File: config.mk
export PLATFORM = sky130hd
export DESIGN_NAME = config_line_tokenizer
export DESIGN_NICKNAME = d
export VERILOG_FILES = /design/src/rtl/core/clt_pkg.sv /design/src/rtl/core/clt_core.sv /design/src/rtl/core/config_line_tokenizer.sv
export SDC_FILE = /design/constraint.sdc
export NUM_CORES = 1
export LEC_CHECK = 0
export ABC_AREA = 1
export BUFFER_PORTS_ARGS = -buffer_cell sky130_fd_sc_hd__buf_2
export CORE_ASPECT_RATIO = 1.4
export CORE_UTILIZATION = 50
export DETAILED_ROUTE_END_ITERATION = 16
export MAX_ROUTING_LAYER = met4
export PLACE_DENSITY = 0.71
export RECOVER_POWER = 50
export SLEW_MARGIN = 25
export SYNTH_ARGS = -nofsm -noshare
export SYNTH_HDL_FRONTEND = slang
export SYNTH_SLANG_ARGS = --single-unit
File: constraint.sdc
create_clock -name clk -period 4 [get_ports clk]
set_input_delay 1 -clock clk [delete_from_list [all_inputs] [get_ports clk]]
set_output_delay 1 -clock clk [all_outputs]
set_load 0.02 [all_outputs]
File: src/rtl/core/clt_pkg.sv
// Package for the config line tokenizer: word types, character codes,
// error codes, tokenizer state and helper functions. No dependencies.
`default_nettype none

package clt_pkg;

	// Sizing of the group depth counters and the line counter
	localparam int DEPTH_BITS = 8;
	localparam int LINE_BITS  = 16;

	localparam logic [DEPTH_BITS-1:0] DEPTH_MAX = '1;
	localparam logic [LINE_BITS-1:0]  LINE_MAX  = '1;

	// Character codes
	localparam logic [7:0] CH_DQUOTE    = 8'h22;
	localparam logic [7:0] CH_SQUOTE    = 8'h27;
	localparam logic [7:0] CH_BACKSLASH = 8'h5C;
	localparam logic [7:0] CH_HASH      = 8'h23;
	localparam logic [7:0] CH_LPAREN    = 8'h28;
	localparam logic [7:0] CH_RPAREN    = 8'h29;
	localparam logic [7:0] CH_LBRACKET  = 8'h5B;
	localparam logic [7:0] CH_RBRACKET  = 8'h5D;
	localparam logic [7:0] CH_LF        = 8'h0A;
	localparam logic [7:0] CH_CR        = 8'h0D;
	localparam logic [7:0] CH_SPACE     = 8'h20;
	localparam logic [7:0] CH_TAB       = 8'h09;

	// Error codes
	localparam logic [2:0] ERR_NONE        = 3'd0;
	localparam logic [2:0] ERR_BAD_ESCAPE  = 3'd1;
	localparam logic [2:0] ERR_PAREN_UNDER = 3'd2;
	localparam logic [2:0] ERR_BRACK_UNDER = 3'd3;
	localparam logic [2:0] ERR_OPEN_GROUP  = 3'd4;

	typedef struct packed {
		logic [7:0] text_byte;
		logic       is_last;
	} clt_in_t;

	typedef struct packed {
		logic [7:0]  byte_out;
		logic        append;
		logic        token_done;
		logic        line_done;
		logic [2:0]  error_code;
		logic [15:0] line_number;
	} clt_out_t;

	typedef struct packed {
		logic                  in_quote;
		logic                  escape_pending;
		logic                  in_comment;
		logic                  after_cr;
		logic [DEPTH_BITS-1:0] paren_depth;
		logic [DEPTH_BITS-1:0] bracket_depth;
		logic                  token_open;
		logic                  line_has_tokens;
		logic [LINE_BITS-1:0]  line_counter;
	} clt_state_t;

	localparam clt_state_t STATE_RESET = '{
		in_quote:        1'b0,
		escape_pending:  1'b0,
		in_comment:      1'b0,
		after_cr:        1'b0,
		paren_depth:     '0,
		bracket_depth:   '0,
		token_open:      1'b0,
		line_has_tokens: 1'b0,
		line_counter:    LINE_BITS'(1)
	};

	// Clamp the line counter to the 16-bit result field
	function automatic logic [15:0] line_out(input logic [LINE_BITS-1:0] v);
		logic [LINE_BITS+15:0] w;
		w = {16'd0, v};
		if (w > (LINE_BITS+16)'(16'hFFFF)) begin
			return 16'hFFFF;
		end
		return w[15:0];
	endfunction

	function automatic logic valid_escape(input logic [7:0] c);
		return c inside {CH_DQUOTE, CH_SQUOTE, CH_LPAREN, CH_RPAREN,
			CH_LBRACKET, CH_RBRACKET, CH_HASH};
	endfunction

endpackage

`default_nettype wire

File: src/rtl/core/clt_core.sv
// Tokenizer state registers and the per-byte decode that updates them.
// Depends on clt_pkg.
`default_nettype none

module clt_core (
	input  wire logic            clk,
	input  wire logic            arst_n,
	input  wire logic            step,
	input  wire clt_pkg::clt_in_t item,
	output clt_pkg::clt_out_t    result
);

	clt_pkg::clt_state_t state_q;
	clt_pkg::clt_state_t state_nxt;

	logic [7:0] c;
	logic       is_nl;
	logic       is_blank;
	logic       groups_open;
	logic       app;
	logic       flush_tok;
	logic       flush_line;
	logic       tok_done;
	logic       ln_done;
	logic       bump_line;
	logic [2:0] err;

	always_comb begin
		c           = item.text_byte;
		is_nl       = (c == clt_pkg::CH_LF) || (c == clt_pkg::CH_CR);
		is_blank    = (c == clt_pkg::CH_SPACE) || (c == clt_pkg::CH_TAB);
		groups_open = (state_q.paren_depth != '0) || (state_q.bracket_depth != '0);

		state_nxt          = state_q;
		state_nxt.after_cr = 1'b0;
		app        = 1'b0;
		flush_tok  = 1'b0;
		flush_line = 1'b0;
		bump_line  = 1'b0;
		err        = clt_pkg::ERR_NONE;
		tok_done   = 1'b0;
		ln_done    = 1'b0;

		if (state_q.after_cr && c == clt_pkg::CH_LF) begin
			// second half of CR LF: drop
		end else if (state_q.in_comment) begin
			if (is_nl) begin
				state_nxt.in_comment = 1'b0;
				state_nxt.after_cr   = (c == clt_pkg::CH_CR);
				bump_line            = 1'b1;
			end
		end else if (state_q.escape_pending) begin
			if (!clt_pkg::valid_escape(c)) begin
				err = clt_pkg::ERR_BAD_ESCAPE;
			end
			app                      = 1'b1;
			state_nxt.escape_pending = 1'b0;
		end else if (c == clt_pkg::CH_BACKSLASH) begin
			state_nxt.escape_pending = 1'b1;
		end else if (c == clt_pkg::CH_DQUOTE) begin
			state_nxt.in_quote = !state_q.in_quote;
			app                = 1'b1;
		end else if (state_q.in_quote) begin
			app = 1'b1;
		end else if (c == clt_pkg::CH_HASH) begin
			flush_tok            = 1'b1;
			flush_line           = 1'b1;
			state_nxt.in_comment = 1'b1;
		end else if (c == clt_pkg::CH_LPAREN) begin
			if (state_q.paren_depth != clt_pkg::DEPTH_MAX) begin
				state_nxt.paren_depth = state_q.paren_depth + 1'b1;
			end
			app = 1'b1;
		end else if (c == clt_pkg::CH_RPAREN) begin
			if (state_q.paren_depth == '0) begin
				err = clt_pkg::ERR_PAREN_UNDER;
			end else begin
				state_nxt.paren_depth = state_q.paren_depth - 1'b1;
			end
			app = 1'b1;
		end else if (c == clt_pkg::CH_LBRACKET) begin
			if (state_q.bracket_depth != clt_pkg::DEPTH_MAX) begin
				state_nxt.bracket_depth = state_q.bracket_depth + 1'b1;
			end
			app = 1'b1;
		end else if (c == clt_pkg::CH_RBRACKET) begin
			if (state_q.bracket_depth == '0) begin
				err = clt_pkg::ERR_BRACK_UNDER;
			end else begin
				state_nxt.bracket_depth = state_q.bracket_depth - 1'b1;
			end
			app = 1'b1;
		end else if (is_nl) begin
			if (groups_open) begin
				err = clt_pkg::ERR_OPEN_GROUP;
			end
			flush_tok          = 1'b1;
			flush_line         = 1'b1;
			bump_line          = 1'b1;
			state_nxt.after_cr = (c == clt_pkg::CH_CR);
		end else if (is_blank && !groups_open) begin
			flush_tok = 1'b1;
		end else begin
			app = 1'b1;
		end

		if (bump_line && state_q.line_counter != clt_pkg::LINE_MAX) begin
			state_nxt.line_counter = state_q.line_counter + 1'b1;
		end

		if (app) begin
			state_nxt.token_open = 1'b1;
		end
		if (item.is_last) begin
			flush_tok  = 1'b1;
			flush_line = 1'b1;
		end
		if (flush_tok && state_nxt.token_open) begin
			tok_done                  = 1'b1;
			state_nxt.token_open      = 1'b0;
			state_nxt.line_has_tokens = 1'b1;
		end
		if (flush_line && state_nxt.line_has_tokens) begin
			ln_done                   = 1'b1;
			state_nxt.line_has_tokens = 1'b0;
		end
		if (item.is_last) begin
			state_nxt = clt_pkg::STATE_RESET;
		end

		result.byte_out    = c;
		result.append      = app;
		result.token_done  = tok_done;
		result.line_done   = ln_done;
		result.error_code  = err;
		result.line_number = clt_pkg::line_out(state_q.line_counter);
	end

	always_ff @(posedge clk or negedge arst_n) begin
		if (!arst_n) begin
			state_q <= clt_pkg::STATE_RESET;
		end else if (step) begin
			state_q <= state_nxt;
		end
	end

endmodule

`default_nettype wire

File: src/rtl/core/config_line_tokenizer.sv
// Config line tokenizer: one text byte in, one token/line result word out.
// A taken word sits in the input register; its result goes to dst from the
// result register. Throughput: one word per cycle, limited only by dst_stall;
// src_stall rises only when both registers are full and dst_stall is high.
// Reset (arst_n low): both registers empty, tokenizer state cleared, line 1.
// Depends on clt_pkg and clt_core.
`default_nettype none

module config_line_tokenizer (
	input  wire logic          clk,
	input  wire logic          arst_n,
	// source channel
	input  wire logic          src_valid,
	output logic               src_stall,
	input  wire clt_pkg::clt_in_t src_word,
	// destination channel
	output logic               dst_valid,
	input  wire logic          dst_stall,
	output clt_pkg::clt_out_t  dst_word
);

	// Input register
	logic              valid_s1;
	clt_pkg::clt_in_t  word_s1;

	// Result register
	logic              valid_s2;
	clt_pkg::clt_out_t word_s2;

	clt_pkg::clt_out_t result;

	logic s2_free;
	logic advance;
	logic take;

	// The result register can load when empty or when its word leaves now.
	assign s2_free   = !valid_s2 || !dst_stall;
	// Advance the held byte into the result register; the state steps with it.
	assign advance   = valid_s1 && s2_free;
	// Hold the source only when the input register cannot empty this cycle.
	assign src_stall = valid_s1 && !s2_free;
	assign take      = src_valid && !src_stall;

	assign dst_valid = valid_s2;
	assign dst_word  = word_s2;

	clt_core u_core (
		.clk    (clk),
		.arst_n (arst_n),
		.step   (advance),
		.item   (word_s1),
		.result (result)
	);

	always_ff @(posedge clk or negedge arst_n) begin
		if (!arst_n) begin
			valid_s1 <= 1'b0;
			valid_s2 <= 1'b0;
		end else begin
			if (take) begin
				valid_s1 <= 1'b1;
			end else if (advance) begin
				valid_s1 <= 1'b0;
			end
			if (advance) begin
				valid_s2 <= 1'b1;
			end else if (!dst_stall) begin
				valid_s2 <= 1'b0;
			end
		end
	end

	// Payload registers: load on handshake, otherwise hold
	always_ff @(posedge clk) begin
		if (take) begin
			word_s1 <= src_word;
		end
		if (advance) begin
			word_s2 <= result;
		end
	end

endmodule

`default_nettype wire

### Word level (Yosys, flattened, before mapping)

Index checks and enable logic that the tools add are counted.

| storage, ports and cells | value |
|---|---|
| flip-flop bits (word level) | 79 |
| latch bits | 0 |
| memory bits (writable) | 0 |
| bits in read-only memories | 0 |
| input bits | 13 |
| output and inout port bits | 32 |
| memories kept | 0 |

| cells by class | value |
|---|---|
| add/subtract/negate cells | 5 |
| multiply operators | 0 |
| div/mod/pow operators | 0 |
| order comparisons | 0 |
| equal/unequal tests | 29 |
| shifts and indexed selects | 0 |
| multiplexer cells | 103 |
| bitwise logic cells | 0 |
| reduce and logical (&&, ||, !) cells | 35 |

Operators by type and width:

| operator | count |
|---|---|
| $mux 8 | 10 |
| $mux 18 | 4 |
| $mux 1 | 67 |
| $eq 8x6->1 const B | 6 |
| $mux 38 | 1 |
| $mux 3 | 11 |
| $mux 16 | 2 |
| $eq 8x4->1 const B | 3 |
| $eq 8x7->1 const B | 3 |
| $mux 20 | 1 |
| $ne 2x2->1 const B | 9 |
| $mux 17 | 1 |
| $add 16x1->16 const B | 1 |
| $add 8x1->8 const B | 2 |
| $logic_not 8->1 | 2 |
| $ne 16x16->1 const B | 1 |
| $ne 8x8->1 const B | 2 |
| $reduce_bool 8->1 | 2 |
| $sub 8x1->8 const B | 2 |
| $reduce_and 13->1 | 1 |
| $mux 2 | 6 |
| $reduce_and 11->1 | 1 |
| $logic_and 1x1->1 | 8 |
| $reduce_bool 7->1 | 1 |
| 11 further kinds | 25 |

### Depth between registers and ports, before layout

| depth | value |
|---|---|
| word-level depth | 23 |
| depth in mapped cells | 16 |
| mapped depth without buffers | 16 |

### Hierarchy

Synthesis repeated with hierarchy kept, for this count alone.

| unflattened totals | value |
|---|---|
| cells, all modules | 538 |
| area, all modules | 4606.9 um^2 |

By module, submodules not included:

| module | times used | cells each | area each (um^2) |
|---|---|---|---|
| clt_core | 1 | 487 | 3340.7 |
| config_line_tokenizer | 1 | 51 | 1266.2 |

### Worst setup path after synthesis

No wires, ideal clock.

| timing | value |
|---|---|
| path kind | input to register |
| from | input dst_stall |
| to | register u_core.state_q[37] in the netlist's numbering |
| setup time | 0.125 ns |
| data arrival time | 2.995 ns |
| slack | 0.880 ns |
| cell stages on the path | 9 |
| buffers on the path | 1 |
| cells stage by stage | nand2_1 inv_1 nor2_2 nand2_1 clkbuf_1 o21ai_0 nand2_1 a21oi_1 a21oi_1 |

| on the way | value |
|---|---|
| word-level cells in the longest chain between the ends | 4 |

Ends and longest elaborated chain:

| item | RTL line | RTL |
|---|---|---|
| start: declaration | config_line_tokenizer.sv:18 | `input wire logic dst_stall,` |
| $logic_not 1->1 | n/a |  |
| $logic_or 1x1->1 | config_line_tokenizer.sv:37 | `assign s2_free = !valid_s2 \|\| !dst_stall;` |
| $logic_and 1x1->1 | config_line_tokenizer.sv:39 | `assign advance = valid_s1 && s2_free;` |
| net advance | config_line_tokenizer.sv:33 | `logic advance;` |
| $reduce_and 6->1 (no line) | n/a |  |
| end signal: assignment | clt_core.sv:141 | `state_q <= clt_pkg::STATE_RESET;` |
| end signal: assignment | clt_core.sv:143 | `state_q <= state_nxt;` |
| end: declaration | clt_core.sv:13 | `clt_pkg::clt_state_t state_q;` |

The timed path passes the listed nets, and every way through them passes these cells.
A chain may end at the register's enable or synchronous reset.

### Worst setup path in the final report

| timing | value |
|---|---|
| from | input dst_stall |
| to | register u_core.state_q (netlist bit u_core.result[1]) |

| on the way | value |
|---|---|
| word-level cells in the longest chain between the ends | 4 |

Ends and longest elaborated chain:

| item | RTL line |
|---|---|
| $logic_not 1->1 | n/a |
| $logic_or 1x1->1 | config_line_tokenizer.sv:37 |
| $logic_and 1x1->1 | config_line_tokenizer.sv:39 |
| net advance | config_line_tokenizer.sv:33 |
| $reduce_and 2->1 (no line) | n/a |

The timed path passes the listed nets, and every way through them passes these cells.

==> qor.txt <==
DPL Wire Length: 7460 microns
Final ANT Viol Nets: 0
CTS tree: done
Arrival time worst endpoint: 3.28 ns
CP endpoint kind: flip-flop
Fillers: 773
DRT Wirelength: 10000 microns
Commonest non-fill, non-tap cell in the layout: nand2_1
Vias in the first global route: 3733
Failing checks: capacitance limit, slew limit
Critical path class: input port to flip-flop
Cells on worst reg2reg path: 12
Switching share of power: 36.6%
Final hold vios: 0
Comb power frac: 36.5%
Most used cell, CP: nand2_1
CP cell instances: buf_2 > nand2_1 > inv_1 > nor2_1 > nand2_1 > nand2_1 > nand3_1 > o21ai_0
Pwr dens: 613 nW/um^2
Critical Path RT: 4.23 ns
#FFs+latches synth: 79
ANT cells: 0
CTS H-tree lvls: 3
Max cap viols: 1
Hold_buf cts: 0
Max-slew violation count: 41
Syn_nets: 544
DRT Pass-1 Iters: 6
Sw power: 0.00112 W
Crit-path slowest cell: nand2_1
CP Max Fanout: 30
WL/cell: 14.8 microns
Post-CTS resize count: 0
GR Overflow Total: 0
Syn Area/Cell: 8.52 sq um
Sequential share of power: 37.1%
DRC: 0
Setup WS pre-CTS: 1.02 ns
Fin nets: 593
Fin crit share: 76.1%
Most frequent cells in the layout: nand2_1 (112), inv_1 (75), nor2_1 (49)
Initial DRC Count: 133
Die area: 9180 sq um
Ports: 45
Reg2Reg Setup Slack: 1.30 ns
Fmax: 328 MHz
Tot GR Track Use: 24.9%
Clock Latency Late Sink: 0.34 ns
Routed vias/inst: 5.43
Final GP Congestion: 0.961
RSZ-0062 raised after global routing: false
VDD IR max: 394 uV
Crit Reg-Reg Endpoint: u_core.state_q[32]
Antenna violations before repair: 0
Die width: 81.3 microns
Core ar.: 8560 sq um
Post-synth cell types: 40
CTS Buf Count: 9
Finish-stage setup viols: 0
Initial Util: 51.4%
Layout area overhead: 13.5%
Share of post-route cells with drive strength above 1: 11.2%
Final setup TNS: 0 ns
Internal power: 0.00194 W
Hold Path Depth: 0
Clock buffer depth: 2
Root buffer cell: clkbuf_16
Post-CTS Setup Bufs: 0
FF/Latch Area: 2170 sq um
WHS Endpoint: dst_word[13]
CTS sink cnt: 79
Seq/Total Area, Yosys: 49.4%
Crit-path max cell delay: 0.77 ns
Number of synthesis warnings: 0
Floorplan row count: 40
Static Leak: 2.35 nW
Cell Area, Synth: 4400 sq um
Hold path start: u_core.result[13]
Clock Pin Slew Worst Setup and Hold Paths: 0.06 ns
Port Buf Inserts: 44
Worst flop-to-flop path startpoint: word_s1[8]
Status: finished with violations
Mapped Cells: 516
Die Y-Extent: 113 microns
Worst Hold Class: flip-flop to flip-flop
Pin count of the biggest net entering global routing: 41
First-pass GRT wire length: 16800 microns
PnR worst setup slack: 0.955 ns
Critical Path Source Type: input port
Clock Power Share: 26.5%
Worst rel slew slack: -56.5%
Via Count: 3663
Final Critical Period: 3.04 ns
Area of the multi-input gates: 1880 sq um
Worst-Margin Slew: 2.35 ns
Setup Skew: 0.00710 ns
## how the worst max path moves through the flow
| stage | from | endpoint | slack, ns | cells after the start |
|---|---|---|---|---|
| after global routing | dst_stall | u_core.result[1] | 0.68 | 8 |
| after CTS | word_s1[8] | u_core.state_q[23] | 1.32 | 16 |
| after detailed placement | dst_stall | u_core.result[8] | 1.02 | 7 |
| after global placement | dst_stall | u_core.result[13] | 1.06 | 8 |
| after floorplan | dst_stall | u_core.state_q[37] | 0.88 | 9 |
| final | dst_stall | u_core.result[1] | 0.96 | 8 |
## power by group through the flow
stage / clock [W] / sequential (W) / combinational [W]
after floorplan: 0 / 0.00116 / 0.000838
after global placement: 0 / 0.00115 / 0.00108
after detailed placement: 0 / 0.00115 / 0.00112
after CTS: 0.000827 / 0.00114 / 0.00112
after global routing: 0.000863 / 0.00115 / 0.00127
final: 0.000810 / 0.00113 / 0.00112
## worst max-delay path: cells and delay by family
kind,cells,cell delay (ns)
AOI/OAI and AO/OA,1,0.13
buffers and inverters,2,0.14
and+or+nand+nor,5,2.01
## stage by stage
step | utilization, % | cells | hold WS [ns] | power [W] | cell area, sq um
2_1_floorplan | - | 516 | 0.425 | 0.00200 | 4400
3_3_place_gp | 55.2 | 659 | 0.438 | 0.00222 | 4720
3_5_place_dp | 55.2 | 659 | 0.432 | 0.00226 | 4720
4_1_cts | 58.6 | 675 | 0.445 | 0.00308 | 5010
5_1_grt | 58.3 | 675 | 0.449 | 0.00328 | 4990
6_report | 58.3 | 675 | 0.445 | 0.00306 | 4990
## cells in the mapped netlist
master | n | area (sq um)
nor2_2 | 4 | 25.0
buf_6 | 1 | 11.3
fa_1 | 2 | 40.0
dfrtp_1 | 39 | 976
o31ai_1 | 1 | 7.51
o22ai_1 | 7 | 43.8
xnor2_1 | 4 | 35.0
nand3_1 | 35 | 175
clkinv_1 | 1 | 3.75
clkbuf_1 | 2 | 7.51
nand4_1 | 15 | 93.8
nor3_1 | 19 | 95.1
edfxtp_1 | 39 | 1170
dfstp_2 | 1 | 26.3
o21bai_1 | 1 | 7.51
a211oi_1 | 1 | 7.51
o21ai_1 | 1 | 5.00
o21ai_2 | 2 | 17.5
nor2_4 | 1 | 11.3
nand2_4 | 2 | 22.5
a21o_1 | 1 | 7.51
xor2_1 | 20 | 175
nor3_2 | 2 | 20.0
a31oi_1 | 1 | 6.26
o2111ai_1 | 1 | 8.76
nand2_2 | 1 | 6.26
o41ai_1 | 1 | 8.76
ha_1 | 13 | 163
nor4_1 | 5 | 31.3
inv_1 | 75 | 282
nand2_1 | 112 | 420
a21oi_1 | 24 | 120
buf_2 | 3 | 15.0
nor3_4 | 1 | 16.3
clkbuf_2 | 1 | 5.00
nor2_1 | 47 | 176
a32o_1 | 1 | 10.0
o21ai_0 | 25 | 125
and2_1 | 1 | 6.26
inv_2 | 3 | 11.3
## sequential cells by signal (all words and copies together) (netlist names)
| signal | flops |
|---|---|
| word_s1 | 9 |
| u_core.result | 16 |
| valid_s1 | 1 |
| dst_word | 30 |
| u_core.state_q | 22 |
| dst_valid | 1 |
## logic make-up (layout without fill, tap and decap cells)
group	count (synthesis)	after routing	share of synthesized area [%]
compound gates	67	67	8.54
buf+inv	86	140	7.63
fa+ha+maj	15	15	4.61
xor+xnor	24	24	4.78
simple gates	245	245	25.0
flops	79	79	49.4
## per-layer routing
layer	track usage (%)	vias up	share of wire [%]
met5	-	-	0
met4	13.3	0	3.3
met3	4.76	35	3.9
met2	43.6	106	55
met1	25.6	1714	38
li1	-	1808	-
## cell type report
class / instances / share of cell area [%]
tap: 105 / 2.63
multi-input combinational: 351 / 37.6
timing repair buffer: 45 / 4.39
clock buffer: 12 / 4.94
inverter: 79 / 5.94
clock inverter: 4 / 0.928
sequential: 79 / 43.5
(Power assumes the default switching activity.)
